[config.mk]
export PLATFORM = sky130hd
export DESIGN_NAME = keypad_scan_debounce_display_core
export DESIGN_NICKNAME = d
export VERILOG_FILES = /design/src/design/kpsd_pkg.sv /design/src/design/keypad_scan_debounce_display_core.sv
export SDC_FILE = /design/constraint.sdc
export NUM_CORES = 1
export LEC_CHECK = 0
export BUFFER_PORTS_ARGS = -buffer_cell sky130_fd_sc_hd__buf_2
export CORE_MARGIN = 10
export CORE_UTILIZATION = 40
export CTS_CLUSTER_SIZE = 14
export DETAILED_ROUTE_END_ITERATION = 12
export PLACE_DENSITY = 0.69
export SYNTH_ARGS = -nofsm -noshare
export SYNTH_HDL_FRONTEND = slang
export SYNTH_SLANG_ARGS = --single-unit
[constraint.sdc]
create_clock -name clk -period 2.95 [get_ports clk]
set_input_delay 0.295 -clock clk [delete_from_list [all_inputs] [get_ports clk]]
set_output_delay 0.295 -clock clk [all_outputs]
set_load 0.005 [all_outputs]
[src/design/kpsd_pkg.sv]
// Shared types, constants and key decode functions for the keypad scanner.
package kpsd_pkg;

  localparam int ROW_COUNT   = 4;
  localparam int ROW_W       = $clog2(ROW_COUNT);
  localparam int COL_W       = 4;
  localparam int SEG_W       = 8;
  localparam int TICK_W      = 16;
  localparam int CFG_INDEX_W = 2;

  localparam logic [CFG_INDEX_W-1:0] REG_DEBOUNCE = 2'd0;
  localparam logic [CFG_INDEX_W-1:0] REG_BEEP     = 2'd1;

  localparam logic [TICK_W-1:0] DEBOUNCE_RESET = 16'd20;
  localparam logic [TICK_W-1:0] BEEP_RESET     = 16'd5;

  localparam logic [SEG_W-1:0] SEG_BLANK = 8'hFF;
  localparam logic [SEG_W-1:0] SEG_C     = 8'hA7;
  localparam logic [SEG_W-1:0] SEG_T     = 8'h87;

  localparam logic [COL_W-1:0] COLS_IDLE = 4'hF;
  localparam logic [COL_W-1:0] COLS_KEY_C = 4'hE;

  typedef enum logic [4:0] {
    PH_SCAN     = 5'b00001,
    PH_DEBOUNCE = 5'b00010,
    PH_RELEASE  = 5'b00100,
    PH_BEEP     = 5'b01000,
    PH_COMBO    = 5'b10000
  } phase_t;

  typedef struct packed {
    logic       hit;
    logic [1:0] idx;
  } col_hit_t;

  function automatic col_hit_t column_index(input logic [COL_W-1:0] cols);
    col_hit_t r;
    r.hit = 1'b1;
    r.idx = 2'd0;
    case (cols)
      4'h7: r.idx = 2'd0;
      4'hB: r.idx = 2'd1;
      4'hD: r.idx = 2'd2;
      4'hE: r.idx = 2'd3;
      default: r.hit = 1'b0;
    endcase
    return r;
  endfunction

  function automatic logic [SEG_W-1:0] key_seg(input logic [ROW_W-1:0] row,
                                               input logic [1:0] col);
    logic [SEG_W-1:0] s;
    case ({row, col})
      4'h0: s = 8'hF9;
      4'h1: s = 8'h92;
      4'h2: s = 8'h98;
      4'h3: s = 8'hA7;
      4'h4: s = 8'hA4;
      4'h5: s = 8'h82;
      4'h6: s = 8'hC0;
      4'h7: s = 8'hA1;
      4'h8: s = 8'hB0;
      4'h9: s = 8'hF8;
      4'hA: s = 8'hA0;
      4'hB: s = 8'h86;
      4'hC: s = 8'h99;
      4'hD: s = 8'h80;
      4'hE: s = 8'h83;
      default: s = 8'h8E;
    endcase
    return s;
  endfunction

  function automatic logic [TICK_W-1:0] at_least_one(input logic [TICK_W-1:0] v);
    return (v == '0) ? TICK_W'(1) : v;
  endfunction

endpackage

[src/design/keypad_scan_debounce_display_core.sv]
// Keypad scanner top level: scan, debounce, combo watch, segment latch and buzzer.
//
//   channel  | handshake                  | payload
//   ---------+----------------------------+-------------------------------------
//   input    | in_valid / in_stall        | column_lines
//   output   | out_valid / out_stall      | row_drive, segments, buzzer_on
//   config   | cfg_we                     | cfg_index, cfg_data
//
// One request per cycle while in_stall is low; its result is registered.
// The scan state updates in the same cycle a request is accepted.
// A two-entry output buffer (result register plus skid) keeps input acceptance going
// while the output is stalled; in_stall rises only when both entries are full.
// Sync reset empties both buffer entries, clears the scan state, loads config defaults.
module keypad_scan_debounce_display_core (
  input  logic                                 clk,
  input  logic                                 rst,
  input  logic                                 in_valid,
  output logic                                 in_stall,
  input  logic [kpsd_pkg::COL_W-1:0]           column_lines,
  output logic                                 out_valid,
  input  logic                                 out_stall,
  output logic [kpsd_pkg::ROW_COUNT-1:0]       row_drive,
  output logic [kpsd_pkg::SEG_W-1:0]           segments,
  output logic                                 buzzer_on,
  input  logic                                 cfg_we,
  input  logic [kpsd_pkg::CFG_INDEX_W-1:0]     cfg_index,
  input  logic [kpsd_pkg::TICK_W-1:0]          cfg_data
);

  logic [kpsd_pkg::TICK_W-1:0]    debounce_ticks;
  logic [kpsd_pkg::TICK_W-1:0]    beep_ticks;

  logic [kpsd_pkg::ROW_W-1:0]     current_row, current_row_next;
  kpsd_pkg::phase_t               phase, phase_next;
  logic [kpsd_pkg::TICK_W-1:0]    wait_count, wait_count_next;
  logic [kpsd_pkg::COL_W-1:0]     held_column, held_column_next;
  logic [kpsd_pkg::SEG_W-1:0]     shown_pattern, shown_pattern_next;
  logic                           combo_seen, combo_seen_next;
  logic                           buzz_next;

  logic                           skid_valid;
  logic [kpsd_pkg::ROW_COUNT-1:0] skid_row;
  logic [kpsd_pkg::SEG_W-1:0]     skid_seg;
  logic                           skid_buzz;

  logic                           accept;
  logic                           out_free;
  logic [kpsd_pkg::ROW_COUNT-1:0] row_drive_next;
  kpsd_pkg::col_hit_t             scan_hit;
  kpsd_pkg::col_hit_t             held_hit;

  assign accept   = in_valid && !skid_valid;
  assign out_free = !out_valid || !out_stall;
  assign in_stall = skid_valid;

  assign scan_hit = kpsd_pkg::column_index(column_lines);
  assign held_hit = kpsd_pkg::column_index(held_column);

  always_ff @(posedge clk) begin
    if (rst) begin
      debounce_ticks <= kpsd_pkg::DEBOUNCE_RESET;
      beep_ticks     <= kpsd_pkg::BEEP_RESET;
    end else if (cfg_we) begin
      unique case (cfg_index)
        kpsd_pkg::REG_DEBOUNCE: debounce_ticks <= cfg_data;
        kpsd_pkg::REG_BEEP:     beep_ticks     <= cfg_data;
        default: ;
      endcase
    end
  end

  always_comb begin
    current_row_next   = current_row;
    phase_next         = phase;
    wait_count_next    = wait_count;
    held_column_next   = held_column;
    shown_pattern_next = shown_pattern;
    combo_seen_next    = combo_seen;
    buzz_next          = 1'b0;
    unique case (phase)
      kpsd_pkg::PH_DEBOUNCE: begin
        if (wait_count > kpsd_pkg::TICK_W'(1)) begin
          wait_count_next = wait_count - kpsd_pkg::TICK_W'(1);
        end else if (column_lines == held_column) begin
          if (current_row == '0 && column_lines == kpsd_pkg::COLS_KEY_C) begin
            shown_pattern_next = kpsd_pkg::SEG_C;
            combo_seen_next    = 1'b0;
            phase_next         = kpsd_pkg::PH_COMBO;
            current_row_next   = kpsd_pkg::ROW_W'(1);
          end else begin
            phase_next = kpsd_pkg::PH_RELEASE;
          end
        end else begin
          phase_next       = kpsd_pkg::PH_SCAN;
          current_row_next = current_row + kpsd_pkg::ROW_W'(1);
        end
      end
      kpsd_pkg::PH_RELEASE: begin
        if (column_lines != held_column) begin
          shown_pattern_next = held_hit.hit ? kpsd_pkg::key_seg(current_row, held_hit.idx)
                                            : kpsd_pkg::SEG_BLANK;
          wait_count_next    = kpsd_pkg::at_least_one(beep_ticks);
          phase_next         = kpsd_pkg::PH_BEEP;
          buzz_next          = 1'b1;
        end
      end
      kpsd_pkg::PH_BEEP: begin
        if (wait_count > kpsd_pkg::TICK_W'(1)) begin
          wait_count_next = wait_count - kpsd_pkg::TICK_W'(1);
          buzz_next       = 1'b1;
        end else begin
          wait_count_next  = '0;
          phase_next       = kpsd_pkg::PH_SCAN;
          current_row_next = current_row + kpsd_pkg::ROW_W'(1);
        end
      end
      kpsd_pkg::PH_COMBO: begin
        if (current_row == kpsd_pkg::ROW_W'(1)) begin
          if (!column_lines[3]) begin
            combo_seen_next    = 1'b1;
            shown_pattern_next = kpsd_pkg::SEG_T;
          end
          current_row_next = '0;
        end else if (column_lines[0]) begin
          if (combo_seen) begin
            shown_pattern_next = kpsd_pkg::SEG_T;
            combo_seen_next    = 1'b0;
            phase_next         = kpsd_pkg::PH_SCAN;
            current_row_next   = kpsd_pkg::ROW_W'(1);
          end else begin
            current_row_next   = '0;
            shown_pattern_next = kpsd_pkg::SEG_C;
            wait_count_next    = kpsd_pkg::at_least_one(beep_ticks);
            phase_next         = kpsd_pkg::PH_BEEP;
            buzz_next          = 1'b1;
          end
        end else begin
          current_row_next = kpsd_pkg::ROW_W'(1);
        end
      end
      default: begin
        if (scan_hit.hit) begin
          held_column_next = column_lines;
          wait_count_next  = kpsd_pkg::at_least_one(debounce_ticks);
          phase_next       = kpsd_pkg::PH_DEBOUNCE;
        end else begin
          phase_next       = kpsd_pkg::PH_SCAN;
          current_row_next = current_row + kpsd_pkg::ROW_W'(1);
        end
      end
    endcase
    row_drive_next = ~(kpsd_pkg::ROW_COUNT'(1) << current_row_next);
  end

  always_ff @(posedge clk) begin
    if (rst) begin
      current_row   <= '0;
      phase         <= kpsd_pkg::PH_SCAN;
      wait_count    <= '0;
      held_column   <= kpsd_pkg::COLS_IDLE;
      shown_pattern <= kpsd_pkg::SEG_BLANK;
      combo_seen    <= 1'b0;
    end else if (accept) begin
      current_row   <= current_row_next;
      phase         <= phase_next;
      wait_count    <= wait_count_next;
      held_column   <= held_column_next;
      shown_pattern <= shown_pattern_next;
      combo_seen    <= combo_seen_next;
    end
  end

  always_ff @(posedge clk) begin
    if (rst) begin
      out_valid  <= 1'b0;
      skid_valid <= 1'b0;
    end else begin
      if (out_free) begin
        out_valid <= skid_valid || accept;
        if (skid_valid) begin
          skid_valid <= 1'b0;
        end
      end else if (accept) begin
        skid_valid <= 1'b1;
      end
    end
  end

  always_ff @(posedge clk) begin
    if (out_free) begin
      if (skid_valid) begin
        row_drive <= skid_row;
        segments  <= skid_seg;
        buzzer_on <= skid_buzz;
      end else if (accept) begin
        row_drive <= row_drive_next;
        segments  <= shown_pattern_next;
        buzzer_on <= buzz_next;
      end
    end else if (accept) begin
      skid_row  <= row_drive_next;
      skid_seg  <= shown_pattern_next;
      skid_buzz <= buzz_next;
    end
  end

endmodule

-- Word-level counts from Yosys, hierarchy flattened
Memories as Yosys holds them, arrays and structs flattened.
Cells that the tools add are included.
- logic and storage cells: 138
- bits in read-only memories: 112
- memories: 1
- bits in registers: 96
- output and inout port bits: 15
- input port bits: 27
- memories (memory ; words ; bits a word ; rd ports ; clocked after memory_dff ; wr ports ; RTL line ; source):
    (name not given) ; 16 ; 7 ; 1 ; 0 ; 0 ; kpsd_pkg.sv:54 ; case ({row, col})
- mux-type cells: 61
- bitwise gates (word level): 3
- shifts and indexed selects: 1
- reduce and logical (&&, ||, !) cells: 26
- eq/ne operators: 27
- add/sub/neg operators: 2
- magnitude comparators: 1
- operators with widths (cell ; number):
    $mux W16 ; 9
    $mux W8 ; 10
    $pmux W16 S4 ; 1
    $mux W5 ; 7
    $logic_not A16 Y1 ; 2
    $eq A4 B4 Y1 const B ; 6
    $pmux W8 S3 ; 1
    $pmux W5 S4 ; 1
    $ne A2 B2 Y1 const B ; 9
    $gt A16 B1 Y1 const B ; 1
    $mux W1 ; 16
    $mux W2 ; 8
    $sub A16 B1 Y16 const B ; 1
    $reduce_and A7 Y1 ; 2
    $mux W4 ; 3
    $reduce_or A4 Y1 ; 3
    $eq A4 B3 Y1 const B ; 2
    $pmux W2 S4 ; 1
    $reduce_and A2 Y1 ; 4
    $mux W6 ; 1
    $ne A3 B3 Y1 const B ; 2
    $pmux W2 S3 ; 1
    $reduce_and A6 Y1 ; 1
    $eq A5 B2 Y1 const B ; 1
    20 further kinds ; 28

-- Longest topological paths before layout
- word-level depth: 10
- mapped depth: 11
- gate-level depth less buffers: 10

-- Least setup slack after synthesis
OpenSTA, ideal clock, no wires.
- path kind: reg2reg
- start: register phase[4]
- end: register row_drive[1] (netlist name) (data pin)
- arrival: 2.227 ns
- library setup time: 0.259 ns
- stages on the path, launching flop included: 8
- buffers on the path: 1
- slack: 0.464 ns
- clock period less this slack: 2.486 ns
- path through: dfxtp_1 buf_6 or4b_4 o311ai_4 nand2_8 or4_4 a32o_2 o31a_1
- word-level cells in the longest chain between the ends: 6
- elaborated cells on any way between the ends: 9
- those cells by class: eq/ne (4); shift (1); mux (3); bitwise (1)
- ends and longest elaborated chain (what ; RTL line ; source):
    from (decl) ; keypad_scan_debounce_display_core.sv:34 ; kpsd_pkg::phase_t phase, phase_next;
    from (signal assigned) ; keypad_scan_debounce_display_core.sv:158 ; phase <= kpsd_pkg::PH_SCAN;
    from (signal assigned) ; keypad_scan_debounce_display_core.sv:165 ; phase <= phase_next;
    $eq A5 B5 Y1, or another cell as far along ; keypad_scan_debounce_display_core.sv:80 ; unique case (phase)
    $pmux W2 S4 (*) ; keypad_scan_debounce_display_core.sv:80 ;
    $shl A1 B2 Y4 (*) ; keypad_scan_debounce_display_core.sv:152 ; row_drive_next = ~(kpsd_pkg::ROW_COUNT'(1) << current_row_next);
    $not A4 Y4 (*) ; keypad_scan_debounce_display_core.sv:152 ;
    $mux W4 (*) ; keypad_scan_debounce_display_core.sv:195 ; end else if (accept) begin
    $mux W4 (*) ; keypad_scan_debounce_display_core.sv:191 ; if (skid_valid) begin
    to (signal assigned) ; keypad_scan_debounce_display_core.sv:192 ; row_drive <= skid_row;
    to (signal assigned) ; keypad_scan_debounce_display_core.sv:196 ; row_drive <= row_drive_next;
    to (decl) ; keypad_scan_debounce_display_core.sv:22 ; output logic [kpsd_pkg::ROW_COUNT-1:0] row_drive,
Mark *: on every way between the ends. The rest lies on a longest branch, timed or not. The select of a mux whose other input is x is not followed.
A chain may end at the register's enable or synchronous reset.

-- Final worst setup path
- start: register phase[4]
- end: register row_drive[0] (netlist name) (data pin)
Same word-level chain as after synthesis.

==> results.json <==
{
  "fp.dieW_microns": 134,
  "utilization_pct": 46.2,
  "crit_path_start_kind": "flip-flop",
  "total_power_mw": 3.00,
  "overflow": 0,
  "clock_tree.buffer_depth": 2,
  "maxClockFrequency_mhz": 355,
  "clock_latency_ns": 0.36,
  "ir_drop_v": 0.000320,
  "synth_edf_count": 26,
  "hold_class": "in2reg",
  "gp_congestion": 0.929,
  "fin_nets": 664,
  "timing.final.crit_share_pct": 95.5,
  "wire_per_inst_microns": 16.4,
  "post_dp_cell_area_sq_um": 5550,
  "crit_type": "reg2reg",
  "grt_start_max_net_pins": 56,
  "status": "completed",
  "final_common_cell": "nand2_1",
  "ys.flop_type": "dfxtp_1",
  "syn-num-nets": 631,
  "grt_pass1_wl_mm": 21.8,
  "cp.required_ns": 3.03,
  "rsz0062_at_grt": "false",
  "design.core.area_sq_um": 12600,
  "arrival_ns": 2.89,
  "r2r_slack_ns": 0.13,
  "power_leakage_nw": 2.17,
  "drt-initial-drc-count": 330,
  "die_y_microns": 134,
  "cts_tree": "done",
  "initial_core_util_pct": 40.9,
  "setup_tns_ns": 0,
  "numCtsBuffers": 9,
  "placement.io_buffers": 41,
  "layout_common_cells": "nand2_1, a21oi_1, dfxtp_1, buf_2, nor2_1",
  "r2r_start": "phase[4]$_SDFFE_PP0P_",
  "track_usage_pct": 14.8,
  "maxSlewViolCount": 0,
  "setup_violations": 0,
  "clock_skew_ns": 0.0102,
  "worst_pin_slew_ns": 0.732,
  "cts_sinks": 96,
  "cts_root_buf": "clkbuf_16",
  "n_antenna_cell": 0,
  "async_reset_ff_share_pct": 0,
  "r2r_cells": 6,
  "syn_area_per_cell_sq_um": 8.66,
  "min_from": "cfg_data[4]",
  "area.growth.synth_to_final_pct": 12.9,
  "layout_setup_ws_ns": 0.133,
  "dp_worst_setup_slack_ns": 0.209,
  "ant_nets": 0,
  "syn_inst": 596,
  "fin_crit_ns": 2.82,
  "dr.pass1.iters": 5,
  "finalHoldViolCount": 0,
  "p_per_area_nw_per_um2": 515,
  "postCtsSetupRepairBufs": 0,
  "num_vias": 4598,
  "reg2reg_to": "row_drive[0]$_DFFE_PP_",
  "design_area_sq_um": 5830,
  "grt_pass1_vias": 4324,
  "die_area_sq_um": 17900,
  "synth_area_sq_um": 5160,
  "ys_seq_area_share_pct": 42.3,
  "clkTransAtPathRegs_ns": 0.07,
  "hold_buffers": 0,
  "htree_levels": 3,
  "core.rowCount": 41,
  "yosysWarnings": 0,
  "cp_max_fo": 10,
  "worst_slew_margin_rel_pct": 50.8,
  "viasPerCell": 5.70,
  "hold_path_depth": 3,
  "grt_antenna_before_repair": 0,
  "holdPathEnd": "debounce_ticks[4]$_SDFFE_PP1P_",
  "ctsResizeCount": 0,
  "wl_mm": 13.2,
  "drv_cap": 0,
  "ys_ff_latch": 96,
  "dp_hpwl_mm": 9.59,
  "ys_types": 78,
  "drive_gt1_share_pct": 16.2,
  "cp-end-kind": "flip-flop",
  "ioPinCount": 42,
  "drc_errors": 0
}
stage by stage:
stage | hold slack (ns) | instances
2_1_floorplan | 0.412 | 596
3_3_place_gp | 0.425 | 790
3_5_place_dp | 0.426 | 790
4_1_cts | 0.150 | 806
5_1_grt | 0.177 | 806
6_report | 0.161 | 806
critical path, stage by stage, from the launching register on:
cell      delay (ns)
dfxtp_1         0.55
or4b_4          0.56
o311ai_4        0.14
nand2_8         0.12
or4_4           0.55
a32oi_1         0.48
a31oi_1         0.16
worst max-delay path by stage:
stage | from | end | cells past startpoint
6_report | phase[4]$_SDFFE_PP0P_ | row_drive[0]$_DFFE_PP_ | 6
5_1_grt | wait_count[15]$_SDFFE_PP0P_ | row_drive[0]$_DFFE_PP_ | 6
4_1_cts | phase[4]$_SDFFE_PP0P_ | row_drive[0]$_DFFE_PP_ | 6
3_5_place_dp | phase[4]$_SDFFE_PP0P_ | row_drive[0]$_DFFE_PP_ | 6
3_3_place_gp | phase[4]$_SDFFE_PP0P_ | row_drive[0]$_DFFE_PP_ | 6
2_1_floorplan | phase[4]$_SDFFE_PP0P_ | row_drive[1]$_DFFE_PP_ | 7
cell families (layout without fill, tap and decap cells):
family	count (synthesis)	count (layout)	synth area share (%)
AO/OA/AOI/OAI	187	187	24.7
XOR/XNOR	13	13	2.21
adder cells (fa/ha/maj)	8	8	1.94
buffers and inverters	61	99	4.94
flip-flops	96	96	42.3
multiplexers	15	15	3.13
AND/OR/NAND/NOR	216	216	20.8
sequential cells by signal (all words and copies together) (netlist names), 2 cells and up:
signal and count:
beep_ticks 16, debounce_ticks 16, wait_count 16, segments 8
shown_pattern 8, skid_seg 8, phase 5, held_column 4
row_drive 4, skid_row 4, current_row 2
synth_stat cells, types with 4 or more instances:
| cell type | instances | share of area (%) |
|---|---|---|
| edfxtp_1 | 26 | 15 |
| o211ai_1 | 6 | 0.87 |
| clkbuf_1 | 28 | 2.0 |
| nand3_1 | 15 | 1.5 |
| nor3_1 | 11 | 1.1 |
| xnor2_1 | 7 | 1.2 |
| o21ai_0 | 24 | 2.3 |
| a31oi_1 | 11 | 1.3 |
| mux2_2 | 9 | 2.0 |
| nand2_1 | 102 | 7.4 |
| o31a_1 | 6 | 1.0 |
| a21oi_1 | 70 | 6.8 |
| nor2_1 | 27 | 2.0 |
| and3_1 | 4 | 0.48 |
| nand2b_1 | 8 | 0.97 |
| nor4_1 | 9 | 1.1 |
| a22o_1 | 7 | 1.2 |
| xor2_1 | 6 | 1.0 |
| inv_1 | 24 | 1.7 |
| o21bai_1 | 4 | 0.58 |
| nand4_1 | 6 | 0.73 |
| a221oi_1 | 4 | 0.68 |
| nand3b_1 | 4 | 0.58 |
| dfxtp_1 | 70 | 27 |
| ha_1 | 8 | 1.9 |
| a22o_2 | 4 | 0.78 |
| o2111ai_1 | 4 | 0.68 |
| mux2i_1 | 6 | 1.2 |
| o32ai_1 | 12 | 2.0 |
power by group:
group | switching [mW] | internal (mW)
logic | 0.274 | 0.178
clock network | 0.529 | 0.581
registers | 0.0434 | 1.40
layout make-up:
cell class              instances  area (sq um)
clock buffers                   9           225
clock inverters                 7          53.8
fillers                      1260          6790
inverters                      25          93.8
multi-input cells             439          2730
flip-flops and latches         96          2180
well taps                     172           215
repair buffers                 58           333
routing by layer:
metal  share of wire (%)  wire, microns  track usage (%)  vias up
li1                    -              -                -     2263
met1                  45           5930             18.9     2139
met2                  46           6100             23.0      169
met3                 7.0            930             4.47       27
met4                 2.1            276             5.74        0
met5                   0              0                0        -
Power figures use the tool's default switching activity.
